--- src/rtl/scc_pkg.sv ---
// Shared types and constants for the wavetable sound generator.
// No dependencies; imported by every module of the block.
package scc_pkg;

  localparam int CHANNELS      = 5;
  localparam int WAVE_LENGTH   = 32;
  localparam int WAVE_DEPTH    = CHANNELS * WAVE_LENGTH;
  localparam int WAVE_AW       = $clog2(WAVE_DEPTH);
  localparam int FRAC_DEFAULT  = 16;
  localparam int CLOCK_W       = 26;
  localparam int FREQ_W        = 12;
  localparam int RATE_W        = CLOCK_W - 4;
  localparam int DEN_W         = FREQ_W + 1 + RATE_W;
  localparam int MIX_W         = 15;

  localparam logic [CLOCK_W-1:0] CLOCK_RESET = 26'd3579545;

  localparam logic [2:0] PORT_WAVE = 3'd0;
  localparam logic [2:0] PORT_FREQ = 3'd1;
  localparam logic [2:0] PORT_VOL  = 3'd2;
  localparam logic [2:0] PORT_KEY  = 3'd3;
  localparam logic [2:0] PORT_TEST = 3'd5;

  localparam logic       CFG_CLOCK = 1'b0;
  localparam logic       CFG_PLUS  = 1'b1;

  localparam logic [7:0] SHARED_WAVE_BASE = 8'h60;

  typedef struct packed {
    logic               en;
    logic [WAVE_AW-1:0] addr;
    logic [7:0]         data;
  } scc_wr_t;

  typedef struct packed {
    logic busy;
    logic done;
  } scc_div_st_t;

endpackage

--- src/rtl/scc_wave_ram.sv ---
// Wave sample memory, one write and one registered read port.
// Per-entry valid bits give zero for entries never written. Uses scc_pkg.
module scc_wave_ram import scc_pkg::*; (
  input  logic               clk,
  input  logic               rst,
  input  scc_wr_t            wr,
  input  logic               rd_en,
  input  logic [WAVE_AW-1:0] rd_addr,
  output logic [7:0]         rd_data
);

  logic [7:0]            mem [WAVE_DEPTH];
  logic [WAVE_DEPTH-1:0] valid;

  always_ff @(posedge clk) begin
    if (wr.en) begin
      mem[wr.addr] <= wr.data;
    end
    if (rd_en) begin
      rd_data <= valid[rd_addr] ? mem[rd_addr] : 8'd0;
    end
  end

  always_ff @(posedge clk) begin
    if (rst) begin
      valid <= '0;
    end else if (wr.en) begin
      valid[wr.addr] <= 1'b1;
    end
  end

endmodule

--- src/rtl/scc_div.sv ---
// Restoring divider, one quotient bit per cycle, low 32 quotient bits kept.
// Uses scc_pkg for the status struct.
module scc_div import scc_pkg::*; #(
  parameter int NUM_W = 43,
  parameter int DEN_WD = 35
) (
  input  logic              clk,
  input  logic              rst,
  input  logic              start,
  input  logic [NUM_W-1:0]  num,
  input  logic [DEN_WD-1:0] den,
  output scc_div_st_t       st,
  output logic [31:0]       quo
);

  localparam int CW = $clog2(NUM_W + 1);

  logic [CW-1:0]     cnt;
  logic [NUM_W-1:0]  numsh;
  logic [DEN_WD-1:0] rem;
  logic              busy, done;
  logic [DEN_WD:0]   rem_sh;
  logic [DEN_WD+1:0] diff;
  logic              take;

  always_comb begin
    rem_sh = {rem, numsh[NUM_W-1]};
    diff   = {1'b0, rem_sh} - {2'b00, den};
    take   = !diff[DEN_WD+1];
  end

  always_ff @(posedge clk) begin
    if (rst) begin
      busy <= 1'b0;
      done <= 1'b0;
    end else begin
      done <= 1'b0;
      if (start) begin
        busy  <= 1'b1;
        cnt   <= CW'(NUM_W);
        numsh <= num;
        rem   <= '0;
        quo   <= '0;
      end else if (busy) begin
        numsh <= numsh << 1;
        rem   <= take ? diff[DEN_WD-1:0] : rem_sh[DEN_WD-1:0];
        quo   <= {quo[30:0], take};
        cnt   <= cnt - CW'(1);
        if (cnt == CW'(1)) begin
          busy <= 1'b0;
          done <= 1'b1;
        end
      end
    end
  end

  assign st = '{busy: busy, done: done};

endmodule

--- src/rtl/wavetable_sound_generator_core.sv ---
// Top level: register file, render sequencer, mixer and output register.
// Depends on scc_pkg, scc_div and scc_wave_ram.
//
//  channel | handshake               | payload
//  --------+-------------------------+----------------------------------
//  in      | in_valid / in_stall     | req_type, port, reg_addr, wdata
//  out     | out_valid / out_stall   | sample
//  cfg     | cfg_valid / cfg_ready   | cfg_index, cfg_data
//
// A register write is taken in S_IDLE; a shared channel 3/4 wave write
// also writes channel 4 from S_WR2. A render walks the channels in turn;
// an active channel passes S_CHK, S_MUL, S_DIVW while the divider runs,
// S_RD and S_RDW, an idle one only S_CHK.
// Reset clears control and channel state; the wave memory uses valid bits.
// A stalled output word holds the render in its final state.
module wavetable_sound_generator_core import scc_pkg::*; #(
  parameter int FRACTION_BITS = FRAC_DEFAULT
) (
  input  logic         clk,
  input  logic         rst,
  input  logic         in_valid,
  output logic         in_stall,
  input  logic         req_type,
  input  logic [2:0]   port,
  input  logic [7:0]   reg_addr,
  input  logic [7:0]   wdata,
  output logic         out_valid,
  input  logic         out_stall,
  output logic signed [7:0] sample,
  input  logic         cfg_valid,
  output logic         cfg_ready,
  input  logic         cfg_index,
  input  logic [CLOCK_W-1:0] cfg_data
);

  localparam int NUM_W = CLOCK_W + FRACTION_BITS + 1;

  typedef enum logic [2:0] {
    S_IDLE, S_WR2, S_CHK, S_MUL, S_DIVW, S_RD, S_RDW, S_FIN
  } state_t;

  state_t state;
  logic [CLOCK_W-1:0] clk_freq;
  logic               plus_mode;
  logic [FREQ_W-1:0]  freq_div    [CHANNELS];
  logic [3:0]         chan_volume [CHANNELS];
  logic [CHANNELS-1:0] chan_key;
  logic [31:0]        phase_count [CHANNELS];
  logic [7:0]         test_byte;
  logic [2:0]         chan;
  logic signed [MIX_W-1:0] mix;
  logic [DEN_W-1:0]   den;
  logic [7:0]         wr2_data;
  logic [4:0]         wr2_idx;

  scc_wr_t      wr;
  logic         rd_en;
  logic [7:0]   rd_data;
  logic         div_start;
  scc_div_st_t  div_st;
  logic [31:0]  quo;

  logic         in_acc;
  logic [6:0]   fch;
  logic [FREQ_W-1:0] freq_new;
  logic         active;
  logic [4:0]   offs;
  logic signed [12:0] prod;
  logic signed [MIX_W-5:0] mix_sh;
  logic signed [7:0] sat;
  logic [31:0]  frac_mask;

  assign in_stall  = (state != S_IDLE);
  assign cfg_ready = 1'b1;
  assign in_acc    = in_valid && !in_stall;
  assign frac_mask = 32'((64'd1 << FRACTION_BITS) - 64'd1);
  assign fch       = reg_addr[7:1];

  always_comb begin
    freq_new = '0;
    if (fch < 7'(CHANNELS)) begin
      freq_new = reg_addr[0] ? {wdata[3:0], freq_div[fch[2:0]][7:0]}
                             : {freq_div[fch[2:0]][11:8], wdata};
    end
  end

  assign active = (freq_div[chan] > FREQ_W'(8)) && chan_key[chan] &&
                  (chan_volume[chan] != 4'd0);
  assign offs   = phase_count[chan][FRACTION_BITS +: 5];
  assign prod   = $signed(rd_data) * $signed({1'b0, chan_volume[chan]});
  // floor divide by 16: drop the low four bits of the signed sum
  assign mix_sh = mix[MIX_W-1:4];

  always_comb begin
    if (mix_sh > 11'sd127) sat = 8'sd127;
    else if (mix_sh < -11'sd128) sat = -8'sd128;
    else sat = mix_sh[7:0];
  end

  // wave memory write request
  always_comb begin
    wr = '{en: 1'b0, addr: '0, data: wdata};
    if (state == S_WR2) begin
      wr = '{en: 1'b1, addr: WAVE_AW'({3'd4, wr2_idx}), data: wr2_data};
    end else if (in_acc && !req_type && port == PORT_WAVE && !test_byte[6]) begin
      if (!plus_mode && reg_addr >= SHARED_WAVE_BASE) begin
        wr.en   = 1'b1;
        wr.addr = WAVE_AW'({3'd3, reg_addr[4:0]});
      end else if (reg_addr[7:5] < 3'(CHANNELS)) begin
        wr.en   = 1'b1;
        wr.addr = WAVE_AW'({reg_addr[7:5], reg_addr[4:0]});
      end
    end
  end

  assign rd_en     = (state == S_RD);
  assign div_start = (state == S_MUL) && (clk_freq[CLOCK_W-1:4] != '0);

  scc_wave_ram u_ram (
    .clk(clk), .rst(rst), .wr(wr), .rd_en(rd_en),
    .rd_addr(WAVE_AW'({chan, offs})), .rd_data(rd_data)
  );

  scc_div #(.NUM_W(NUM_W), .DEN_WD(DEN_W)) u_div (
    .clk(clk), .rst(rst), .start(div_start),
    .num({clk_freq, {(FRACTION_BITS + 1){1'b0}}}), .den(den),
    .st(div_st), .quo(quo)
  );

  always_ff @(posedge clk) begin
    if (rst) begin
      state     <= S_IDLE;
      clk_freq  <= CLOCK_RESET;
      plus_mode <= 1'b0;
      chan_key  <= '0;
      test_byte <= '0;
      out_valid <= 1'b0;
      chan      <= '0;
      for (int i = 0; i < CHANNELS; i++) begin
        freq_div[i]    <= '0;
        chan_volume[i] <= '0;
        phase_count[i] <= '0;
      end
    end else begin
      if (state == S_FIN && (!out_valid || !out_stall)) out_valid <= 1'b1;
      else if (out_valid && !out_stall) out_valid <= 1'b0;
      if (cfg_valid && cfg_ready) begin
        if (cfg_index == CFG_CLOCK) clk_freq <= cfg_data;
        else plus_mode <= cfg_data[0];
      end
      unique case (state)
        S_IDLE: begin
          if (in_acc) begin
            if (req_type) begin
              chan  <= '0;
              mix   <= '0;
              state <= S_CHK;
            end else begin
              case (port)
                PORT_WAVE: begin
                  if (!test_byte[6] && !plus_mode && reg_addr >= SHARED_WAVE_BASE) begin
                    wr2_data <= wdata;
                    wr2_idx  <= reg_addr[4:0];
                    state    <= S_WR2;
                  end
                end
                PORT_FREQ: begin
                  if (fch < 7'(CHANNELS)) begin
                    freq_div[fch[2:0]] <= freq_new;
                    if (test_byte[5]) phase_count[fch[2:0]] <= 32'hFFFF_FFFF;
                    else if (freq_new < FREQ_W'(9))
                      phase_count[fch[2:0]] <= phase_count[fch[2:0]] | frac_mask;
                  end
                end
                PORT_VOL: begin
                  if (reg_addr[2:0] < 3'(CHANNELS)) chan_volume[reg_addr[2:0]] <= wdata[3:0];
                end
                PORT_KEY:  chan_key  <= wdata[CHANNELS-1:0];
                PORT_TEST: test_byte <= wdata;
                default: ;
              endcase
            end
          end
        end
        S_WR2: state <= S_IDLE;
        S_CHK: begin
          den <= DEN_W'({1'b0, freq_div[chan]} + 13'd1) * DEN_W'(clk_freq[CLOCK_W-1:4]);
          if (active) state <= S_MUL;
          else if (chan == 3'(CHANNELS - 1)) state <= S_FIN;
          else chan <= chan + 3'd1;
        end
        S_MUL: state <= div_start ? S_DIVW : S_RD;
        S_DIVW: begin
          if (div_st.done) begin
            phase_count[chan] <= phase_count[chan] + quo;
            state <= S_RD;
          end
        end
        S_RD: state <= S_RDW;
        S_RDW: begin
          mix <= mix + MIX_W'(prod);
          if (chan == 3'(CHANNELS - 1)) state <= S_FIN;
          else begin
            chan  <= chan + 3'd1;
            state <= S_CHK;
          end
        end
        S_FIN: begin
          if (!out_valid || !out_stall) begin
            sample <= sat;
            state  <= S_IDLE;
          end
        end
        default: state <= S_IDLE;
      endcase
    end
  end

  a_render_busy: assert property (@(posedge clk) disable iff (rst)
    in_acc && req_type |=> state == S_CHK) else $error("render not started");
  a_div_idle: assert property (@(posedge clk) disable iff (rst)
    div_start |-> !div_st.busy) else $error("divider restarted while busy");
  a_chan_range: assert property (@(posedge clk) disable iff (rst)
    state != S_IDLE |-> chan < 3'(CHANNELS)) else $error("channel out of range");
  a_out_once: assert property (@(posedge clk) disable iff (rst)
    state == S_FIN && (!out_valid || !out_stall) |=> out_valid && state == S_IDLE)
    else $error("result not delivered");

endmodule
--- config.mk ---
export PLATFORM = sky130hd
export DESIGN_NAME = wavetable_sound_generator_core
export DESIGN_NICKNAME = d
export VERILOG_FILES = /design/src/rtl/scc_pkg.sv /design/src/rtl/scc_wave_ram.sv /design/src/rtl/scc_div.sv /design/src/rtl/wavetable_sound_generator_core.sv
export SDC_FILE = /design/constraint.sdc
export NUM_CORES = 2
export LEC_CHECK = 0
export BUFFER_PORTS_ARGS = -buffer_cell sky130_fd_sc_hd__buf_2
export CORE_MARGIN = 5
export CORE_UTILIZATION = 55
export DETAILED_ROUTE_END_ITERATION = 10
export PLACE_DENSITY = 0.74
export SYNTH_ARGS = -nofsm -noshare
export SYNTH_HDL_FRONTEND = slang
export SYNTH_SLANG_ARGS = --single-unit
--- constraint.sdc ---
create_clock -name clk -period 10.6 [get_ports clk]
set_input_delay 2.12 -clock clk [delete_from_list [all_inputs] [get_ports clk]]
set_output_delay 2.12 -clock clk [all_outputs]
set_load 0.1 [all_outputs]
# ---- Word-level counts from Yosys, hierarchy flattened
# Memories as Yosys holds them, arrays and structs flattened. A register that Yosys moved wholly into a read port is not among the register bits.
# Cells that the tools add are included.
dict set report word_totals {
  ff_bits 394
  mem_bits_rw 1520
  inputBits 52
  output_inout_bits 11
  elab_cells 225
  mem_count 4
}
# memory depth width rd rd_ports_with_merged_regs wr line
set mem_list {}
lappend mem_list {u_ram.mem 160 8 1 1 1 scc_wave_ram.sv:12} ;# logic [7:0] mem [WAVE_DEPTH];
lappend mem_list {phase_count 5 32 1 1 5 wavetable_sound_generator_core.sv:48} ;# logic [31:0] phase_count [CHANNELS];
lappend mem_list {freq_div 5 12 2 1 5 wavetable_sound_generator_core.sv:45} ;# logic [FREQ_W-1:0] freq_div [CHANNELS];
lappend mem_list {chan_volume 5 4 1 1 5 wavetable_sound_generator_core.sv:46} ;# logic [3:0] chan_volume [CHANNELS];
dict set report classes {
  n_addsub 6
  mul 2
  n_lt_le_gt_ge 12
  eq_ne 22
  n_mux 104
  bitwise 7
  n_reduce_logical 48
}
# op n
set ops {}
lappend ops {{160-bit OR} 1}
lappend ops {{32-bit 2-to-1 mux} 3}
lappend ops {{43-bit 2-to-1 mux} 2}
lappend ops {{35-bit 2-to-1 mux} 2}
lappend ops {{3-bit 2-to-1 mux} 23}
lappend ops {{32-bit OR reduction} 2}
lappend ops {{1-bit 2-to-1 mux} 51}
lappend ops {{36-bit by 35-bit subtractor with 37-bit output} 1}
lappend ops {{12-bit 2-to-1 mux} 3}
lappend ops {{9-bit 2-to-1 mux} 4}
lappend ops {{13-bit by 22-bit multiplier with 35-bit output} 1}
lappend ops {{32-bit adder} 1}
lappend ops {{16-bit 2-to-1 mux} 2}
lappend ops {{15-bit 2-to-1 mux} 2}
lappend ops {{15-bit case mux with 2 select lines} 1}
lappend ops {{3-bit case mux with 8 select lines} 1}
lappend ops {{22-bit nonzero test} 1}
lappend ops {{3-bit equality test, second input constant} 6}
lappend ops {{8-bit by 9-bit less-than comparator with 1-bit output, second input constant} 2}
lappend ops {{8-bit 2-to-1 mux} 2}
lappend ops {{4-bit AND reduction} 4}
lappend ops {{15-bit by 13-bit adder with 15-bit output} 1}
lappend ops {{12-bit by 1-bit adder with 13-bit output, second input constant} 1}
lappend ops {{1-bit logical AND} 13}
lappend ops {{other kinds (40)} 71}

# ---- Depth between registers and ports, before layout
# An unclocked memory read counts as a cell.
dict set report depth {
  depth_word 18
  mapped_depth 34
  depth_no_buf 30
}

# ---- Hierarchy
# A second synthesis with hierarchy kept.
dict set report hier_totals {
  hier_cells 6147
  hier_area_um2 92531.2
}
# mod n_inst cells_per_inst area_each_um2 seq_area_each_um2
set by_module_without_submodules {}
lappend by_module_without_submodules {scc_wave_ram 1 2837 55623.3 41880.2}
lappend by_module_without_submodules {wavetable_sound_generator_core 1 2641 29822.4 11901.4}
lappend by_module_without_submodules {scc_div 1 669 7085.5 3523.4}

# ---- Worst setup path before layout
# OpenSTA, ideal clock, no wires.
dict set report synth_timing {
  path_type {register to register}
  start {reg (tool-made name)}
  end {reg den[34] (data pin)}
  setup_time_ns 0.260
  t_arrival_ns 7.564
  required_time_ns 10.340
  slack_ns 2.776
  path_stages_with_launch 33
  path_buffers 4
  path_cell_list {dfxtp_1 -> buf_6 -> buf_2 -> mux4_2 -> mux2i_1 -> clkbuf_1 -> inv_1 -> ha_1 -> nand2b_1 -> or3_1 -> nor2_1 -> xnor2_1 -> clkbuf_1 -> nand2_1 -> fa_1 -> fa_1 -> inv_1 -> fa_1 -> fa_1 -> inv_1 -> fa_1 -> inv_1 -> ha_1 -> a21o_1 -> a21o_1 -> a21oi_1 -> o311a_1 -> a21oi_1 -> a211oi_1 -> nor3_1 -> a21o_1 -> a21oi_1 -> xnor2_1}
}
# element line
set synth_rtl {}
lappend synth_rtl {{end signal: assignment} wavetable_sound_generator_core.sv:187} ;# den <= DEN_W'({1'b0, freq_div[chan]} + 13'd1) * DEN_W'(clk_freq[CLOCK_W-1:4]);
lappend synth_rtl {{end: declaration} wavetable_sound_generator_core.sv:52} ;# logic [DEN_W-1:0] den;

==> impl_results.html <==
<table>
<tr><th>Metric</th><th>Value</th></tr>
<tr><th colspan="2">Placement</th></tr>
<tr><td>Number of buffers inserted by port buffering</td><td>approximately 60</td></tr>
<tr><td>Half-perimeter wire length of the detailed placement result</td><td>around 150000 um</td></tr>
<tr><td>Final GP Congestion</td><td>a little under 0.9</td></tr>
<tr><td>Number of instances in the placed design</td><td>around 10000</td></tr>
<tr><th colspan="2">Clock network</th></tr>
<tr><td>Clock-pin slew on the worst setup and hold paths</td><td>about 60 ps</td></tr>
<tr><td>CTS Root Cell</td><td>sky130_fd_sc_hd__clkbuf_16</td></tr>
<tr><td>Buffers inserted by post-CTS timing repair</td><td>0</td></tr>
<tr><td>Clock tree from TritonCTS</td><td>built</td></tr>
<tr><td>Clock Sink Count</td><td>about 1900</td></tr>
<tr><td>Num CTS Buffers</td><td>approximately 190</td></tr>
<tr><td>Bufs on Longest Clock Path</td><td>3</td></tr>
<tr><td>Resized cells post-CTS</td><td>0</td></tr>
<tr><td>Count of hold buffers inserted by post-cts repair</td><td>0</td></tr>
<tr><td>H-tree depth</td><td>4</td></tr>
<tr><td>Clock latency on the worst-skew pair</td><td>around 840 ps</td></tr>
<tr><th colspan="2">STA</th></tr>
<tr><td>Transition time of the tightest slew-check pin</td><td>1360 ps</td></tr>
<tr><td>Final Hold Fails</td><td>0</td></tr>
<tr><td>Relative max-transition margin</td><td>approximately 8.9%</td></tr>
<tr><td>Clock Skew</td><td>34.39 ps</td></tr>
<tr><td>Worst hold slack</td><td>471.0 ps</td></tr>
<tr><td>Setup_tns</td><td>0 ps</td></tr>
<tr><td>Portion of the clock cycle consumed by the worst path in the final layout</td><td>between 80 and 90%</td></tr>
<tr><td>RSZ-0062 raised after global routing</td><td>no</td></tr>
<tr><td>Final Slew Violations</td><td>0</td></tr>
<tr><td>FMAX</td><td>roughly 0.11 GHz</td></tr>
<tr><td>Minimum clock period after layout</td><td>between 8000 and 9000 ps</td></tr>
<tr><td>Final count of negative-setup-slack endpoints</td><td>0</td></tr>
<tr><th colspan="2">Yosys</th></tr>
<tr><td>Gate count after technology mapping</td><td>8052</td></tr>
<tr><td>Xor/xnor share of the synthesized area</td><td>0.9235%</td></tr>
<tr><td>Adder-cell share of the synthesized area</td><td>under 10%</td></tr>
<tr><td>FF+latch count, synth</td><td>around 1900</td></tr>
<tr><td>Number of distinct library cells after synthesis</td><td>82</td></tr>
<tr><td>Synth Warn #</td><td>0</td></tr>
<tr><td>Avg Cell Area, Syn</td><td>11.54 um^2</td></tr>
<tr><td>Main combinational cell family by area after synthesis</td><td>simple AND/OR/NAND/NOR gates</td></tr>
<tr><td>Sequential-to-total area share from yosys stat</td><td>around three fifths</td></tr>
<tr><td>Share of synthesized registers carrying an async set or reset</td><td>0%</td></tr>
<tr><td>Number of enable flip-flop cells after synthesis</td><td>between 1500 and 2000</td></tr>
<tr><td>Dominant synthesized flop cell</td><td>sky130_fd_sc_hd__edfxtp_1</td></tr>
<tr><td>Mux contribution to synthesized area</td><td>between 3 and 4%</td></tr>
<tr><td>Area fraction in compound gates after synthesis</td><td>5.797%</td></tr>
<tr><td>Netlist Area Pre-Place</td><td>92940 um^2</td></tr>
<tr><td>Synth Area in Simple Gates</td><td>17.22%</td></tr>
<tr><th colspan="2">Pwr</th></tr>
<tr><td>Relative contribution of combinational cells to total power</td><td>40.6%</td></tr>
<tr><td>Int Pwr</td><td>17.38 mW</td></tr>
<tr><td>P_leak</td><td>~38 nW</td></tr>
<tr><td>Fraction of power consumed by the clock network</td><td>between 20% and 30%</td></tr>
<tr><td>Sequential group share of total power</td><td>between 30% and 40%</td></tr>
<tr><td>Switching power as a share of total power</td><td>37.08%</td></tr>
<tr><td>Pwr Total</td><td>27.62 mW</td></tr>
<tr><td>Power density of the placed cells</td><td>270.8 nW/um^2</td></tr>
<tr><td>Sw Pwr</td><td>10.24 mW</td></tr>
<tr><td>IR Drop Worst-Case VDD</td><td>between 0.5 and 0.6 mV</td></tr>
<tr><th colspan="2">GRT</th></tr>
<tr><td>Global route total overflow</td><td>0</td></tr>
<tr><td>Vias in the first global route</td><td>roughly 63000</td></tr>
<tr><td>Maximum number of pins on one net before global-route repair</td><td>178</td></tr>
<tr><td>Wire length of the first global-routing pass</td><td>between 300000 and 400000 um</td></tr>
<tr><td>Number of antenna violations at the first check in global routing</td><td>16</td></tr>
<tr><td>GRT Total Usage</td><td>27.42%</td></tr>
<tr><th colspan="2">Critical path</th></tr>
<tr><td>Reg-to-Reg End</td><td>den[31]</td></tr>
<tr><td>Worst setup endpoint</td><td>den[31]</td></tr>
<tr><td>Depth of the worst register-to-register path</td><td>26</td></tr>
<tr><td>CP endpoint kind</td><td>flip-flop</td></tr>
<tr><td>Critical path data arrival time</td><td>approximately 9500 ps</td></tr>
<tr><td>Critical path required time</td><td>11170 ps</td></tr>
<tr><td>Maximum fanout along the worst path</td><td>34</td></tr>
<tr><td>Worst setup SP type</td><td>flip-flop</td></tr>
<tr><td>R2r setup slk</td><td>between 1500 and 2000 ps</td></tr>
<tr><td>Critical path class</td><td>reg -&gt; reg</td></tr>
<tr><th colspan="2">Die</th></tr>
<tr><td>I/O pin cnt</td><td>63</td></tr>
<tr><td>Height of the die</td><td>around 420 um</td></tr>
<tr><td>Num rows</td><td>150</td></tr>
<tr><td>Horizontal die dimension</td><td>around 420 um</td></tr>
<tr><td>Starting density of the core</td><td>a little under three fifths</td></tr>
<tr><td>DIE AREA</td><td>about 180000 um^2</td></tr>
<tr><td>Core area</td><td>167600 um^2</td></tr>
<tr><th colspan="2">Drt</th></tr>
<tr><td>Routed wire length per instance</td><td>about 24 um</td></tr>
<tr><td>Initial detailed-routing violation count</td><td>8607</td></tr>
<tr><td>DRC Markers</td><td>0</td></tr>
<tr><td>Total number of vias</td><td>around 64000</td></tr>
<tr><td>Post-Route WL</td><td>about 250000 um</td></tr>
<tr><td>Post-detailed-route via-to-cell ratio</td><td>just over 6</td></tr>
<tr><td>TritonRoute pass-1 iters</td><td>6</td></tr>
<tr><td>Antenna viol nets, final</td><td>0</td></tr>
<tr><th colspan="2">Layout</th></tr>
<tr><td>Net count, final</td><td>about 8500</td></tr>
<tr><td>Share of layout cells above drive strength 1</td><td>under 10%</td></tr>
<tr><td>Highest-count cells in the layout ignoring fill and taps</td><td>1783 x sky130_fd_sc_hd__nand2_1, 1743 x sky130_fd_sc_hd__edfxtp_1, 757 x sky130_fd_sc_hd__nor2_1</td></tr>
<tr><td>Cell Count, Final, Fillers Out</td><td>~10000</td></tr>
<tr><td>Most common library cell in the layout ignoring fill and taps</td><td>sky130_fd_sc_hd__nand2_1</td></tr>
<tr><td>Area Overhead vs Synth</td><td>9.753%</td></tr>
<tr><td>Post-layout utilization of the core</td><td>between 60 and 70%</td></tr>
<tr><td>Filler cell count</td><td>12638</td></tr>
<tr><th colspan="2">Flow run</th></tr>
<tr><td>Number of maximum-capacitance constraint violations</td><td>0</td></tr>
<tr><th colspan="2">Worst hold path</th></tr>
<tr><td>Class of the most critical hold timing path</td><td>reg -&gt; reg</td></tr>
<tr><th colspan="2">Run status</th></tr>
<tr><td>Result of the run</td><td>completed</td></tr>
</table>
==> critical path, stage by stage (launching register included) <==
cell	delay (ps)
sky130_fd_sc_hd__dfxtp_4	780
sky130_fd_sc_hd__mux4_2	600
sky130_fd_sc_hd__mux2i_2	150
sky130_fd_sc_hd__buf_4	310
sky130_fd_sc_hd__inv_1	80
sky130_fd_sc_hd__ha_1	250
sky130_fd_sc_hd__nand2b_1	100
sky130_fd_sc_hd__nor2_1	70
sky130_fd_sc_hd__xnor2_2	1050
sky130_fd_sc_hd__nand2_1	210
sky130_fd_sc_hd__fa_1	590
sky130_fd_sc_hd__inv_1	50
sky130_fd_sc_hd__fa_1	400
sky130_fd_sc_hd__fa_1	470
sky130_fd_sc_hd__fa_1	550
sky130_fd_sc_hd__inv_1	50
sky130_fd_sc_hd__fa_1	480
sky130_fd_sc_hd__inv_1	40
sky130_fd_sc_hd__ha_1	340
sky130_fd_sc_hd__a21o_1	240
sky130_fd_sc_hd__a311oi_1	370
sky130_fd_sc_hd__nor2_1	110
sky130_fd_sc_hd__o221a_2	350
sky130_fd_sc_hd__a311oi_1	590
sky130_fd_sc_hd__o31ai_1	170
sky130_fd_sc_hd__a21oi_1	200
sky130_fd_sc_hd__xnor2_1	80
==> routing by layer <==
metal	track usage, %	wire length, um
met4	12.01	11710
met1	37.37	94640
met2	43.06	115000
met3	5.730	27390
met5	0	20
==> area by class of cell <==
| type | instances | area [um^2] | area share [%] |
|---|---|---|---|
| multi-input cells | 5279 | 33500 | 32.84 |
| inverters | 402 | 1526 | 1.496 |
| clock buffers | 260 | 5283 | 5.179 |
| diodes | 9 | 22.52 | 0.02208 |
| clock inverters | 105 | 1197 | 1.174 |
| repair buffers | 172 | 1247 | 1.223 |
| well taps | 2204 | 2758 | 2.703 |
| flip-flops and latches | 1949 | 56470 | 55.36 |
==> worst min path at each step <==
stage | endpoint | cells after the start | slack [ps] | from
2_1_floorplan | u_ram.valid[84] | 2 | 430 | u_ram.valid[84]
3_3_place_gp | u_ram.valid[26] | 2 | 440 | u_ram.valid[26]
3_5_place_dp | u_ram.valid[10] | 2 | 450 | u_ram.valid[10]
4_1_cts | u_ram.valid[10] | 2 | 470 | u_ram.valid[10]
5_1_grt | u_ram.valid[75] | 2 | 490 | u_ram.valid[75]
6_report | u_ram.valid[127] | 2 | 470 | u_ram.valid[127]
==> logic make-up (layout without fill, tap and decap cells) <==
group | count (synthesis) | in the layout
and+or+nand+nor | 3705 | 3705
DFF | 1949 | 1949
buffers and inverters | 871 | 939
AOI/OAI and AO/OA | 770 | 770
adders and majority gates | 425 | 425
muxes | 232 | 232
xor gates and xnor gates | 98 | 98
other | 2 | 58
==> metrics by stage <==
stage / worst slack, ps / area (um^2)
CTS: 1683 / 102000
finish: 1657 / 102000
floorplan: 2776 / 93120
global placement: 1796 / 95510
detailed placement: 1703 / 95510
global route: 1060 / 102000
==> sequential cells by signal, indices dropped and copies added (netlist names), 2 cells and up, named ones only <==
signal         count
chan_volume       32
freq_div          96
chan               3
sample             8
den               35
u_div.quo         21
wr2_data           8
u_div.rem         35
clk_freq          26
u_div.numsh       26
mix               15
wr2_idx            5
state              3
u_ram.valid      160
u_ram.mem       1280
u_div.cnt          6
chan_key           5
u_ram.rd_data      8
test_byte          2
phase_count      168
==> Yosys cell counts (all sizes together), types with 22 or more instances <==
master     n  area, um^2
nand2b    37       231.5
nor4      22       137.6
a21o      37       277.8
a311oi   167        1463
and3     121       757.0
o21ai     94       470.5
mux4      98        2215
nor2     761        2856
or2       22       137.6
and2     152       950.9
dfxtp    206        4124
nor3      41       205.2
ha       171        2140
xnor2     77       674.4
a31oi     81       506.7
fa       254        5085
clkbuf   307        1152
mux2      23       259.0
nor2b     41       256.5
inv      399        1498
nand3    643        3218
edfxtp  1743       52340
o21ba     24       240.2
nand2   1792        6734
a21oi    179       895.9
buf      162       744.5
mux2i    111        1115
==> power groups by stage <==
stage | Sequential (mW) | Combinational, mW | Clock, mW
CTS | 9.41 | 11.2 | 7.04
global route | 9.43 | 12.5 | 7.37
floorplan | 9.57 | 8.14 | 0
finish | 9.41 | 11.2 | 6.99
global placement | 9.57 | 10.9 | 0
detailed placement | 9.58 | 11.1 | 0
Power figures use the tool's default switching activity.
